$ cat src/sv/round_robin_cpu_scheduler_assert.svh
// Assertion macros for the round-robin scheduler RTL.
// No dependencies; each macro compiles to nothing when ASSERT_OFF is defined.
`ifndef ROUND_ROBIN_CPU_SCHEDULER_ASSERT_SVH
`define ROUND_ROBIN_CPU_SCHEDULER_ASSERT_SVH
`ifndef ASSERT_OFF
// Property checked while the block is out of reset.
`define RR_ASSERT(lbl, clk, rstn, prop, msg) \
    lbl: assert property (@(posedge clk) disable iff (!rstn) prop) else $error(msg);
// Property checked on every edge, reset included.
`define RR_ASSERT_ALWAYS(lbl, clk, prop, msg) \
    lbl: assert property (@(posedge clk) prop) else $error(msg);
`else
`define RR_ASSERT(lbl, clk, rstn, prop, msg)
`define RR_ASSERT_ALWAYS(lbl, clk, prop, msg)
`endif
`endif

$ cat src/sv/rrcs_pkg.sv
// Types, constants and controller/datapath interface structs for the scheduler.
// No dependencies.
package rrcs_pkg;

    localparam int MAX_PROCS = 16;
    localparam int IDX_W     = $clog2(MAX_PROCS);
    localparam int CNT_W     = IDX_W + 1;
    localparam int TIME_BITS = 16;
    localparam int Q_W       = 8;
    localparam int Q_RESET   = 4;

    typedef logic [IDX_W-1:0]     idx_t;
    typedef logic [CNT_W-1:0]     cnt_t;
    typedef logic [TIME_BITS-1:0] time_t;
    typedef logic [Q_W-1:0]       quant_t;

    typedef enum logic [1:0] {
        OP_LOAD  = 2'd0,
        OP_STEP  = 2'd1,
        OP_CLEAR = 2'd2
    } opcode_t;

    typedef enum logic [1:0] {
        KIND_IDLE   = 2'd0,
        KIND_SLICE  = 2'd1,
        KIND_DONE   = 2'd2,
        KIND_REJECT = 2'd3
    } kind_t;

    typedef enum logic [2:0] {
        ST_IDLE,
        ST_SCAN1,
        ST_DECIDE,
        ST_SCAN2,
        ST_FINISH,
        ST_REJECT
    } state_t;

    // Commands from the controller to the datapath.
    typedef struct packed {
        logic  do_load;
        logic  do_clear;
        logic  scan_init;
        logic  scan_step;
        logic  do_run;
        logic  do_finish;
        logic  emit;
        kind_t kind;
    } dp_cmd_t;

    // Status from the datapath to the controller.
    typedef struct packed {
        logic scan_done;
        logic fifo_empty;
        logic any_unadm;
        logic table_full;
        logic out_free;
    } dp_stat_t;

endpackage

$ cat src/sv/rrcs_ctrl.sv
// Scheduler controller: accepts items and sequences scans, dispatch and results.
// Depends on rrcs_pkg.
module rrcs_ctrl (
    input  logic              aclk,
    input  logic              aresetn,
    input  logic              s_tvalid,
    output logic              s_tready,
    input  logic [1:0]        opcode,
    input  rrcs_pkg::dp_stat_t stat,
    output rrcs_pkg::dp_cmd_t  cmd
);

    rrcs_pkg::state_t state_reg, state_next;
    logic accept;

    // State register.
    always_ff @(posedge aclk) begin
        if (!aresetn) begin
            state_reg <= rrcs_pkg::ST_IDLE;
        end else begin
            state_reg <= state_next;
        end
    end

    assign s_tready = (state_reg == rrcs_pkg::ST_IDLE);
    assign accept   = s_tvalid && s_tready;

    // Next state and commands.
    always_comb begin
        state_next = state_reg;
        cmd        = '0;
        cmd.kind   = rrcs_pkg::KIND_IDLE;
        unique case (state_reg)
            rrcs_pkg::ST_IDLE: begin
                if (accept) begin
                    priority if (opcode == rrcs_pkg::OP_LOAD) begin
                        if (stat.table_full) begin
                            state_next = rrcs_pkg::ST_REJECT;
                        end else begin
                            cmd.do_load = 1'b1;
                        end
                    end else if (opcode == rrcs_pkg::OP_CLEAR) begin
                        cmd.do_clear = 1'b1;
                    end else if (opcode == rrcs_pkg::OP_STEP) begin
                        cmd.scan_init = 1'b1;
                        state_next    = rrcs_pkg::ST_SCAN1;
                    end else begin
                        state_next = rrcs_pkg::ST_IDLE;
                    end
                end
            end
            rrcs_pkg::ST_SCAN1: begin
                if (stat.scan_done) begin
                    state_next = rrcs_pkg::ST_DECIDE;
                end else begin
                    cmd.scan_step = 1'b1;
                end
            end
            rrcs_pkg::ST_DECIDE: begin
                if (!stat.fifo_empty) begin
                    cmd.do_run    = 1'b1;
                    cmd.scan_init = 1'b1;
                    state_next    = rrcs_pkg::ST_SCAN2;
                end else if (stat.out_free) begin
                    cmd.emit   = 1'b1;
                    cmd.kind   = stat.any_unadm ? rrcs_pkg::KIND_IDLE : rrcs_pkg::KIND_DONE;
                    state_next = rrcs_pkg::ST_IDLE;
                end
            end
            rrcs_pkg::ST_SCAN2: begin
                if (stat.scan_done) begin
                    state_next = rrcs_pkg::ST_FINISH;
                end else begin
                    cmd.scan_step = 1'b1;
                end
            end
            rrcs_pkg::ST_FINISH: begin
                if (stat.out_free) begin
                    cmd.do_finish = 1'b1;
                    cmd.emit      = 1'b1;
                    cmd.kind      = rrcs_pkg::KIND_SLICE;
                    state_next    = rrcs_pkg::ST_IDLE;
                end
            end
            rrcs_pkg::ST_REJECT: begin
                if (stat.out_free) begin
                    cmd.emit   = 1'b1;
                    cmd.kind   = rrcs_pkg::KIND_REJECT;
                    state_next = rrcs_pkg::ST_IDLE;
                end
            end
            default: begin
                state_next = rrcs_pkg::ST_IDLE;
            end
        endcase
    end

endmodule

$ cat src/sv/rrcs_dpath.sv
// Scheduler datapath: process tables, ready queue, time, quantum and result register.
// Depends on rrcs_pkg and round_robin_cpu_scheduler_assert.svh.
`include "round_robin_cpu_scheduler_assert.svh"
module rrcs_dpath (
    input  logic                  aclk,
    input  logic                  aresetn,
    input  rrcs_pkg::dp_cmd_t     cmd,
    output rrcs_pkg::dp_stat_t    stat,
    input  rrcs_pkg::time_t       arrival_tick,
    input  rrcs_pkg::time_t       burst_length,
    input  logic                  cfg_wr_en,
    input  rrcs_pkg::quant_t      cfg_wr_data,
    input  logic                  m_tready,
    output logic                  out_valid,
    output rrcs_pkg::kind_t       out_kind,
    output rrcs_pkg::idx_t        out_index,
    output rrcs_pkg::time_t       out_start,
    output rrcs_pkg::quant_t      out_length,
    output logic                  out_finished,
    output rrcs_pkg::time_t       out_wait,
    output rrcs_pkg::time_t       out_turn
);

    localparam int MP = rrcs_pkg::MAX_PROCS;
    localparam int TB = rrcs_pkg::TIME_BITS;
    localparam int CW = rrcs_pkg::CNT_W;
    localparam int IW = rrcs_pkg::IDX_W;
    localparam int QW = rrcs_pkg::Q_W;

    rrcs_pkg::time_t  arr_mem   [MP];
    rrcs_pkg::time_t  burst_mem [MP];
    rrcs_pkg::time_t  rem_mem   [MP];
    rrcs_pkg::time_t  wait_mem  [MP];
    rrcs_pkg::time_t  last_mem  [MP];
    rrcs_pkg::idx_t   fifo_mem  [MP];
    logic [MP-1:0]    adm_reg;
    rrcs_pkg::idx_t   head_reg;
    rrcs_pkg::cnt_t   count_reg;
    rrcs_pkg::cnt_t   pcount_reg;
    rrcs_pkg::cnt_t   scan_reg;
    logic             unadm_reg;
    rrcs_pkg::time_t  now_reg;
    rrcs_pkg::quant_t quant_reg;
    rrcs_pkg::idx_t   p_reg;
    rrcs_pkg::time_t  start_reg;
    rrcs_pkg::quant_t run_reg;
    logic             out_valid_reg;

    rrcs_pkg::idx_t   rd_idx;
    rrcs_pkg::time_t  rd_arr, rd_burst, rd_rem, rd_wait, rd_last;
    logic             scan_push;
    logic             requeue;
    logic             push;
    rrcs_pkg::idx_t   push_idx;
    logic [CW:0]      tail_sum;
    rrcs_pkg::idx_t   tail;
    rrcs_pkg::quant_t q_eff;
    rrcs_pkg::time_t  run_len, gap, wait_sum, now_run, now_tick1;
    logic [TB:0]      wait_wide, run_wide, tick_wide;

    // Single read port into the process tables.
    always_comb begin
        priority if (cmd.scan_step) begin
            rd_idx = scan_reg[IW-1:0];
        end else if (cmd.do_run) begin
            rd_idx = fifo_mem[head_reg];
        end else begin
            rd_idx = p_reg;
        end
    end
    assign rd_arr   = arr_mem[rd_idx];
    assign rd_burst = burst_mem[rd_idx];
    assign rd_rem   = rem_mem[rd_idx];
    assign rd_wait  = wait_mem[rd_idx];
    assign rd_last  = last_mem[rd_idx];

    // Queue push: arrivals during a scan, or the preempted process at the end.
    assign scan_push = cmd.scan_step && !adm_reg[rd_idx] && (rd_arr <= now_reg);
    assign requeue   = cmd.do_finish && (rd_rem != '0);
    assign push      = scan_push || requeue;
    assign push_idx  = rd_idx;
    assign tail_sum  = {2'b0, head_reg} + {1'b0, count_reg};
    assign tail      = (tail_sum >= (CW+1)'(MP)) ? IW'(tail_sum - (CW+1)'(MP))
                                                 : tail_sum[IW-1:0];

    // Slice arithmetic: length, waiting gap and saturating time updates.
    assign q_eff     = (quant_reg == '0) ? QW'(1) : quant_reg;
    assign run_len   = (rd_rem < TB'(q_eff)) ? rd_rem : TB'(q_eff);
    assign gap       = (rd_burst == rd_rem) ? (now_reg - rd_arr) : (now_reg - rd_last);
    assign wait_wide = {1'b0, rd_wait} + {1'b0, gap};
    assign wait_sum  = wait_wide[TB] ? '1 : wait_wide[TB-1:0];
    assign run_wide  = {1'b0, now_reg} + {1'b0, run_len};
    assign now_run   = run_wide[TB] ? '1 : run_wide[TB-1:0];
    assign tick_wide = {1'b0, now_reg} + (TB+1)'(1);
    assign now_tick1 = tick_wide[TB] ? '1 : tick_wide[TB-1:0];

    // Process tables.
    always_ff @(posedge aclk) begin
        if (cmd.do_load) begin
            arr_mem[pcount_reg[IW-1:0]]   <= arrival_tick;
            burst_mem[pcount_reg[IW-1:0]] <= burst_length;
            rem_mem[pcount_reg[IW-1:0]]   <= burst_length;
            wait_mem[pcount_reg[IW-1:0]]  <= '0;
            last_mem[pcount_reg[IW-1:0]]  <= '0;
        end
        if (cmd.do_run) begin
            wait_mem[rd_idx] <= wait_sum;
            rem_mem[rd_idx]  <= rd_rem - run_len;
            last_mem[rd_idx] <= now_run;
        end
        if (push) begin
            fifo_mem[tail] <= push_idx;
        end
    end

    // Control counters, flags, time and quantum.
    always_ff @(posedge aclk) begin
        if (!aresetn) begin
            adm_reg    <= '0;
            head_reg   <= '0;
            count_reg  <= '0;
            pcount_reg <= '0;
            scan_reg   <= '0;
            unadm_reg  <= 1'b0;
            now_reg    <= '0;
            quant_reg  <= QW'(rrcs_pkg::Q_RESET);
        end else begin
            if (cfg_wr_en) begin
                quant_reg <= cfg_wr_data;
            end
            if (cmd.do_clear) begin
                adm_reg    <= '0;
                head_reg   <= '0;
                count_reg  <= '0;
                pcount_reg <= '0;
                now_reg    <= '0;
            end
            if (cmd.do_load) begin
                adm_reg[pcount_reg[IW-1:0]] <= 1'b0;
                pcount_reg                  <= pcount_reg + CW'(1);
            end
            if (cmd.scan_init) begin
                scan_reg  <= '0;
                unadm_reg <= 1'b0;
            end
            if (cmd.scan_step) begin
                scan_reg <= scan_reg + CW'(1);
                if (scan_push) begin
                    adm_reg[rd_idx] <= 1'b1;
                end else if (!adm_reg[rd_idx]) begin
                    unadm_reg <= 1'b1;
                end
            end
            if (cmd.do_run) begin
                head_reg  <= (head_reg == IW'(MP - 1)) ? '0 : head_reg + IW'(1);
                count_reg <= count_reg - CW'(1);
                now_reg   <= now_run;
            end
            if (push) begin
                count_reg <= count_reg + CW'(1);
            end
            if (cmd.emit && (cmd.kind == rrcs_pkg::KIND_IDLE)) begin
                now_reg <= now_tick1;
            end
        end
    end

    // Slice bookkeeping kept for the result.
    always_ff @(posedge aclk) begin
        if (cmd.do_run) begin
            p_reg     <= rd_idx;
            start_reg <= now_reg;
            run_reg   <= run_len[QW-1:0];
        end
    end

    // Result register.
    always_ff @(posedge aclk) begin
        if (!aresetn) begin
            out_valid_reg <= 1'b0;
        end else if (cmd.emit) begin
            out_valid_reg <= 1'b1;
        end else if (m_tready) begin
            out_valid_reg <= 1'b0;
        end
    end

    always_ff @(posedge aclk) begin
        if (cmd.emit) begin
            out_kind     <= cmd.kind;
            out_index    <= '0;
            out_start    <= now_reg;
            out_length   <= '0;
            out_finished <= 1'b0;
            out_wait     <= '0;
            out_turn     <= '0;
            if (cmd.kind == rrcs_pkg::KIND_SLICE) begin
                out_index  <= p_reg;
                out_start  <= start_reg;
                out_length <= run_reg;
                if (rd_rem == '0) begin
                    out_finished <= 1'b1;
                    out_wait     <= rd_wait;
                    out_turn     <= now_reg - rd_arr;
                end
            end
        end
    end

    assign out_valid       = out_valid_reg;
    assign stat.scan_done  = (scan_reg == pcount_reg);
    assign stat.fifo_empty = (count_reg == '0);
    assign stat.any_unadm  = unadm_reg;
    assign stat.table_full = (pcount_reg >= CW'(MP));
    assign stat.out_free   = !out_valid_reg || m_tready;

    // The queue never holds more entries than loaded processes.
    `RR_ASSERT(a_fifo_bound, aclk, aresetn, count_reg <= pcount_reg, "queue exceeds table")
    // A clear empties the time, table and queue.
    `RR_ASSERT(a_clear, aclk, aresetn, cmd.do_clear |=> (now_reg == '0 && count_reg == '0 && pcount_reg == '0), "clear incomplete")
    // A result is only written into a free output register.
    `RR_ASSERT(a_emit_free, aclk, aresetn, cmd.emit |-> (!out_valid_reg || m_tready), "result overwritten")
    // A slice is dispatched only from a nonempty queue.
    `RR_ASSERT(a_run_nonempty, aclk, aresetn, cmd.do_run |-> (count_reg != '0), "dispatch from empty queue")

endmodule

$ cat src/sv/round_robin_cpu_scheduler.sv
// Top level of the round-robin CPU scheduler with a time quantum.
// Depends on rrcs_pkg, rrcs_ctrl and rrcs_dpath.
//
//   Channel   Ports                      Moves
//   input     s_tvalid/s_tready/s_tuser  one command item (load, step, clear)
//   result    m_tvalid/m_tready/m_tuser  one event item (idle, slice, done, reject)
//   config    cfg_wr_en/cfg_wr_data      time quantum write
//
// Load, clear and ignored opcodes return the block straight to idle, a rejected load once
// its reject result is written. A step that runs a slice makes two passes over the table
// for arrivals, before and after dispatch, an idle or done step one: one-entry-per-cycle
// passes, set by the single table read port.
// Reset (aresetn low, synchronous) empties the table, queue and time and sets
// the quantum to 4. A stalled result holds only the final result write, with the requeue of
// a preempted process; the scans run on regardless.
module round_robin_cpu_scheduler (
    input  logic        aclk,
    input  logic        aresetn,
    input  logic        s_tvalid,
    output logic        s_tready,
    input  logic [31:0] s_tdata,   // arrival_tick[15:0], burst_length[31:16]
    input  logic [1:0]  s_tuser,   // opcode[1:0]
    output logic        m_tvalid,
    input  logic        m_tready,
    output logic [63:0] m_tdata,   // proc_index[3:0], slice_start[19:4], slice_length[27:20],
                                   // proc_finished[28], wait_total[44:29], turnaround[60:45]
    output logic [1:0]  m_tuser,   // event_kind[1:0]
    input  logic        cfg_wr_en,
    input  logic [7:0]  cfg_wr_data
);

    rrcs_pkg::dp_cmd_t cmd;
    rrcs_pkg::dp_stat_t stat;
    rrcs_pkg::kind_t   out_kind;
    rrcs_pkg::idx_t    out_index;
    rrcs_pkg::time_t   out_start, out_wait, out_turn;
    rrcs_pkg::quant_t  out_length;
    logic              out_finished;

    rrcs_ctrl u_ctrl (
        .aclk     (aclk),
        .aresetn  (aresetn),
        .s_tvalid (s_tvalid),
        .s_tready (s_tready),
        .opcode   (s_tuser),
        .stat     (stat),
        .cmd      (cmd)
    );

    rrcs_dpath u_dpath (
        .aclk         (aclk),
        .aresetn      (aresetn),
        .cmd          (cmd),
        .stat         (stat),
        .arrival_tick (s_tdata[15:0]),
        .burst_length (s_tdata[31:16]),
        .cfg_wr_en    (cfg_wr_en),
        .cfg_wr_data  (cfg_wr_data),
        .m_tready     (m_tready),
        .out_valid    (m_tvalid),
        .out_kind     (out_kind),
        .out_index    (out_index),
        .out_start    (out_start),
        .out_length   (out_length),
        .out_finished (out_finished),
        .out_wait     (out_wait),
        .out_turn     (out_turn)
    );

    // Pack the result item.
    assign m_tuser = out_kind;
    assign m_tdata = {3'b000, out_turn, out_wait, out_finished, out_length, out_start, out_index};

endmodule

$ cat config.mk
export PLATFORM = sky130hd
export DESIGN_NAME = round_robin_cpu_scheduler
export DESIGN_NICKNAME = d
export VERILOG_FILES = /design/src/sv/rrcs_pkg.sv /design/src/sv/rrcs_ctrl.sv /design/src/sv/rrcs_dpath.sv /design/src/sv/round_robin_cpu_scheduler.sv
export VERILOG_INCLUDE_DIRS = /design/src /design/src/sv
export SDC_FILE = /design/constraint.sdc
export NUM_CORES = 2
export LEC_CHECK = 0
export BUFFER_PORTS_ARGS = -buffer_cell sky130_fd_sc_hd__buf_2
export CORE_MARGIN = 2
export CORE_UTILIZATION = 65
export CTS_BUF_LIST = sky130_fd_sc_hd__clkbuf_4 sky130_fd_sc_hd__clkbuf_8
export CTS_CLUSTER_DIAMETER = 40
export DETAILED_ROUTE_END_ITERATION = 7
export MAX_ROUTING_LAYER = met4
export PLACE_DENSITY = 0.82
export RECOVER_POWER = 50
export SETUP_SLACK_MARGIN = 0.4
export SLEW_MARGIN = 20
export SYNTH_ARGS = -nofsm -noshare
export SYNTH_HDL_FRONTEND = slang
export SYNTH_SLANG_ARGS = --single-unit
$ cat constraint.sdc
create_clock -name aclk -period 10.5 [get_ports aclk]
set_clock_uncertainty 0.2 [all_clocks]
set_input_delay 3.15 -clock aclk [delete_from_list [all_inputs] [get_ports aclk]]
set_output_delay 3.15 -clock aclk [all_outputs]
set_load 0.05 [all_outputs]
==> metrics.txt <==
Psw=3213 µW; worst skew pair latency=0.94 ns; vias in the first global route=42.54k; Post-synth ARST share=0%; Root Driver=clkbuf_8; Final Max Slew Viols=890; EDFF count, synth=1435; outcome=finished with violations; Max stage delay on crit path=0.61 ns; crit path kind=register to register; class of the worst hold path=register to register; GR Overflow Total=0; fin crit share=92.56%; CP delay by family, top=compound AO/OA/AOI/OAI gates; slowest CP cell=or4b_1; max_cap viols=31; DRC violations left=2; largest net degree at the start of global routing=146; highest routed metal layer=met4; final net count=5318; internal power=9564 µW; R2R Path Start=u_dpath.count_reg[1]$_SDFFE_PN0P_; Comb pwr share=9.8%; Slew HR=-233.0%; IO Port Bufs=111; setup_tns=0 ns; Hold Vio Cnt, Final=0; drt pass-1 iters=8; Leak Pwr=0.02538 µW; die area=102600 µm²; Die Width=320.3 µm; FF+latch count, synth=1503; vias=44.75k; Flop pwr share=51.9%; worst-path maximum fanout=122; setup slack, reg-to-reg=0.78 ns; RePlAce Congestion=0.9852; wire per inst=27.12 µm; all-layer global routing usage=36.05%; post-placement cell count=6239; HPWL Detailed=103700 µm; Total Wirelength=181200 µm; minimum clock period=9.719 ns; TritonCTS clock tree=done; Cell Pwr Density=178.2 nW/µm²; number of DRC markers in iteration 0=7125; Synth cell types=94; met2 wire len=80980 µm; Peak VDD IR=0.1106 mV; worst path bufs/invs=6; worst-margin pin slew=4.995 ns; Clk pwr share=38.3%; R2R depth=33; Reg clk slew, reported paths=0.06 ns; data required time of the worst path=11.05 ns; syn_area_per_cell=12.94 µm²; post-route cell area=71700 µm²; Antenna Violating Nets Remaining=0; vias per std cell=6.698; clk sink count=1503; worst min-delay path endpoint=u_dpath.adm_reg[12]$_SDFF_PN0_; FMAX=102.9 MHz; failing checks=DRC, capacitance limit, slew limit; Top FF cell, synth=edfxtp_1; RSZ-0062 raised after global routing=yes; worst setup path start=u_dpath.count_reg[1]$_SDFFE_PN0P_; share of cells above drive strength 1=11.24%; initial antenna violation count=12; htree depth=4; placed cell area=67150 µm²; chip height=320.3 µm; Layout area overhead=10.28%; fin util=72.02%; clock tree buffer depth=3; Synthesis Warnings=0; Crit path depth=33; fin worst setup slack=0.7809 ns; Hold Crit Start=u_dpath.adm_reg[12]$_SDFF_PN0_; routed wl met3=26540 µm; synthesized area=65020 µm²; startpoint types=register; RR Endpoint=u_dpath.wait_mem[3][15]$_DFFE_PP_; wire length of the first global-routing pass=265400 µm; Hold Path Stages=2; WL met1=65720 µm; Post-Syn Instances=5023; Core Box Area=99570 µm²; TritonCTS Buffers=231; CP endpoint kind=register; Row Count=116; switch share=25.15%; Post-Layout Cell Count=6682; sequential fraction of the synthesis area=68.37%; initial core utilization=65.30%; Setup WS pre-CTS=0.4614 ns; Final setup viols=0; CP Data Arrival Time=10.27 ns; IO Pins=115
-- per-stage QoR --
step | total power [µW] | hold slack (ns)
5_1_grt | 13130 | 0.3152
4_1_cts | 12730 | 0.2861
6_report | 12780 | 0.2935
2_1_floorplan | 7544 | 0.2582
3_3_place_gp | 7909 | 0.2756
3_5_place_dp | 7934 | 0.2750
-- cell usage in the layout, fill, tap and decap left out, types with 40 or more instances in the layout --
| cell | instances |
|---|---|
| inv_1 | 102 |
| clkbuf_1 | 122 |
| nor3_1 | 40 |
| a21oi_1 | 132 |
| a31oi_1 | 72 |
| clkinv_1 | 61 |
| and3_1 | 124 |
| mux2i_1 | 163 |
| a311oi_1 | 149 |
| a21o_1 | 43 |
| edfxtp_1 | 1435 |
| a211oi_1 | 71 |
| nand2_1 | 1044 |
| clkbuf_4 | 74 |
| dfxtp_1 | 67 |
| ha_1 | 91 |
| o211ai_1 | 72 |
| nor2_1 | 141 |
| clkbuf_8 | 242 |
| nand3_1 | 325 |
| xnor2_1 | 49 |
| buf_4 | 88 |
| o21ai_0 | 93 |
-- area by class of cell --
cell class | count | area, µm²
clock buffer | 316 | 3886
inverter | 107 | 434.2
multi-input combinational | 3097 | 19080
timing repair buffer | 234 | 1383
sequential | 1503 | 44450
clock inverter | 117 | 814.5
tap | 1298 | 1624
fill | 6306 | 27860
antenna | 10 | 25.02
-- worst max-delay path by stage --
stage                                        end  slack [ns]
2_1_floorplan  u_dpath.wait_mem[0][10]$_DFFE_PP_        2.12
3_3_place_gp    u_dpath.wait_mem[7][1]$_DFFE_PP_        0.70
3_5_place_dp   u_dpath.wait_mem[10][5]$_DFFE_PP_        0.46
4_1_cts        u_dpath.wait_mem[11][5]$_DFFE_PP_        0.46
5_1_grt         u_dpath.last_mem[9][8]$_DFFE_PP_        0.38
6_report       u_dpath.wait_mem[3][15]$_DFFE_PP_        0.78
-- cell usage after synthesis (7+ instances only) --
cell type / n / share of area (%)
nand2_1: 1044 / 6.0
xnor2_1: 49 / 0.66
a21o_1: 43 / 0.50
a21boi_0: 12 / 0.14
a31oi_1: 72 / 0.69
mux4_2: 17 / 0.59
nand3_1: 326 / 2.5
dfxtp_1: 68 / 2.1
o211ai_1: 72 / 0.83
o31ai_1: 7 / 0.081
mux2_2: 36 / 0.62
nor3_1: 40 / 0.31
nor2_1: 151 / 0.87
xor2_1: 33 / 0.44
nand3b_1: 7 / 0.081
nand2b_1: 19 / 0.18
buf_2: 35 / 0.27
a2bb2oi_1: 7 / 0.094
or3_1: 13 / 0.13
ha_1: 91 / 1.8
a311oi_1: 149 / 2.0
a32oi_1: 8 / 0.11
nor2b_1: 14 / 0.13
o2111ai_1: 36 / 0.48
o21bai_1: 9 / 0.10
edfxtp_1: 1435 / 66
o311a_1: 30 / 0.46
buf_1: 42 / 0.24
o21a_1: 19 / 0.22
buf_4: 13 / 0.15
inv_1: 102 / 0.59
a21oi_1: 152 / 1.2
and3_1: 124 / 1.2
or2_2: 8 / 0.077
mux2i_1: 163 / 2.5
mux2_1: 12 / 0.21
nand4_1: 19 / 0.18
a211oi_1: 71 / 0.82
a211o_1: 8 / 0.11
and2_1: 23 / 0.22
nor4_1: 15 / 0.14
clkbuf_1: 226 / 1.3
o21ai_0: 93 / 0.72
buf_6: 9 / 0.16
-- worst reg2reg max path: cells and delay by family, from the launching register on --
kind            cells  cell delay (ns)
compound gates     14             3.45
simple gates        8             2.10
buf+inv             6             1.86
fa+ha+maj           4             1.07
xor+xnor            1             0.52
flops               1             0.38
-- power groups by stage --
stage	combinational [µW]	clock, µW	sequential, µW
floorplan	744	0	6800
global placement	1160	0	6750
detailed placement	1180	0	6750
CTS	1190	4910	6630
global route	1320	5170	6640
finish	1250	4900	6640
-- kinds of logic after synthesis --
group,share of synthesized area (%)
multiplexers,3.930
XOR/XNOR,1.105
AO/OA/AOI/OAI,9.414
AND/OR/NAND/NOR,12.49
adder cells (fa/ha/maj),1.936
buffers and inverters,2.748
flip-flops,68.37
other,0.005768
-- repair_timing --
| action | CTS | global route |
|---|---|---|
| setup endpoints to repair | 0 | 450 |
| setup buffers | 0 | 0 |
| resized for setup | 0 | 32 |
| hold buffers | 0 | 0 |
-- per-layer routing --
layer | track usage, % | vias to the layer above
li1 | - | 19270
met1 | 48.75 | 21420
met2 | 51.57 | 3460
met3 | 9.863 | 599
met4 | 16.23 | 0
met5 | - | -
Power figures use the tool's default switching activity.
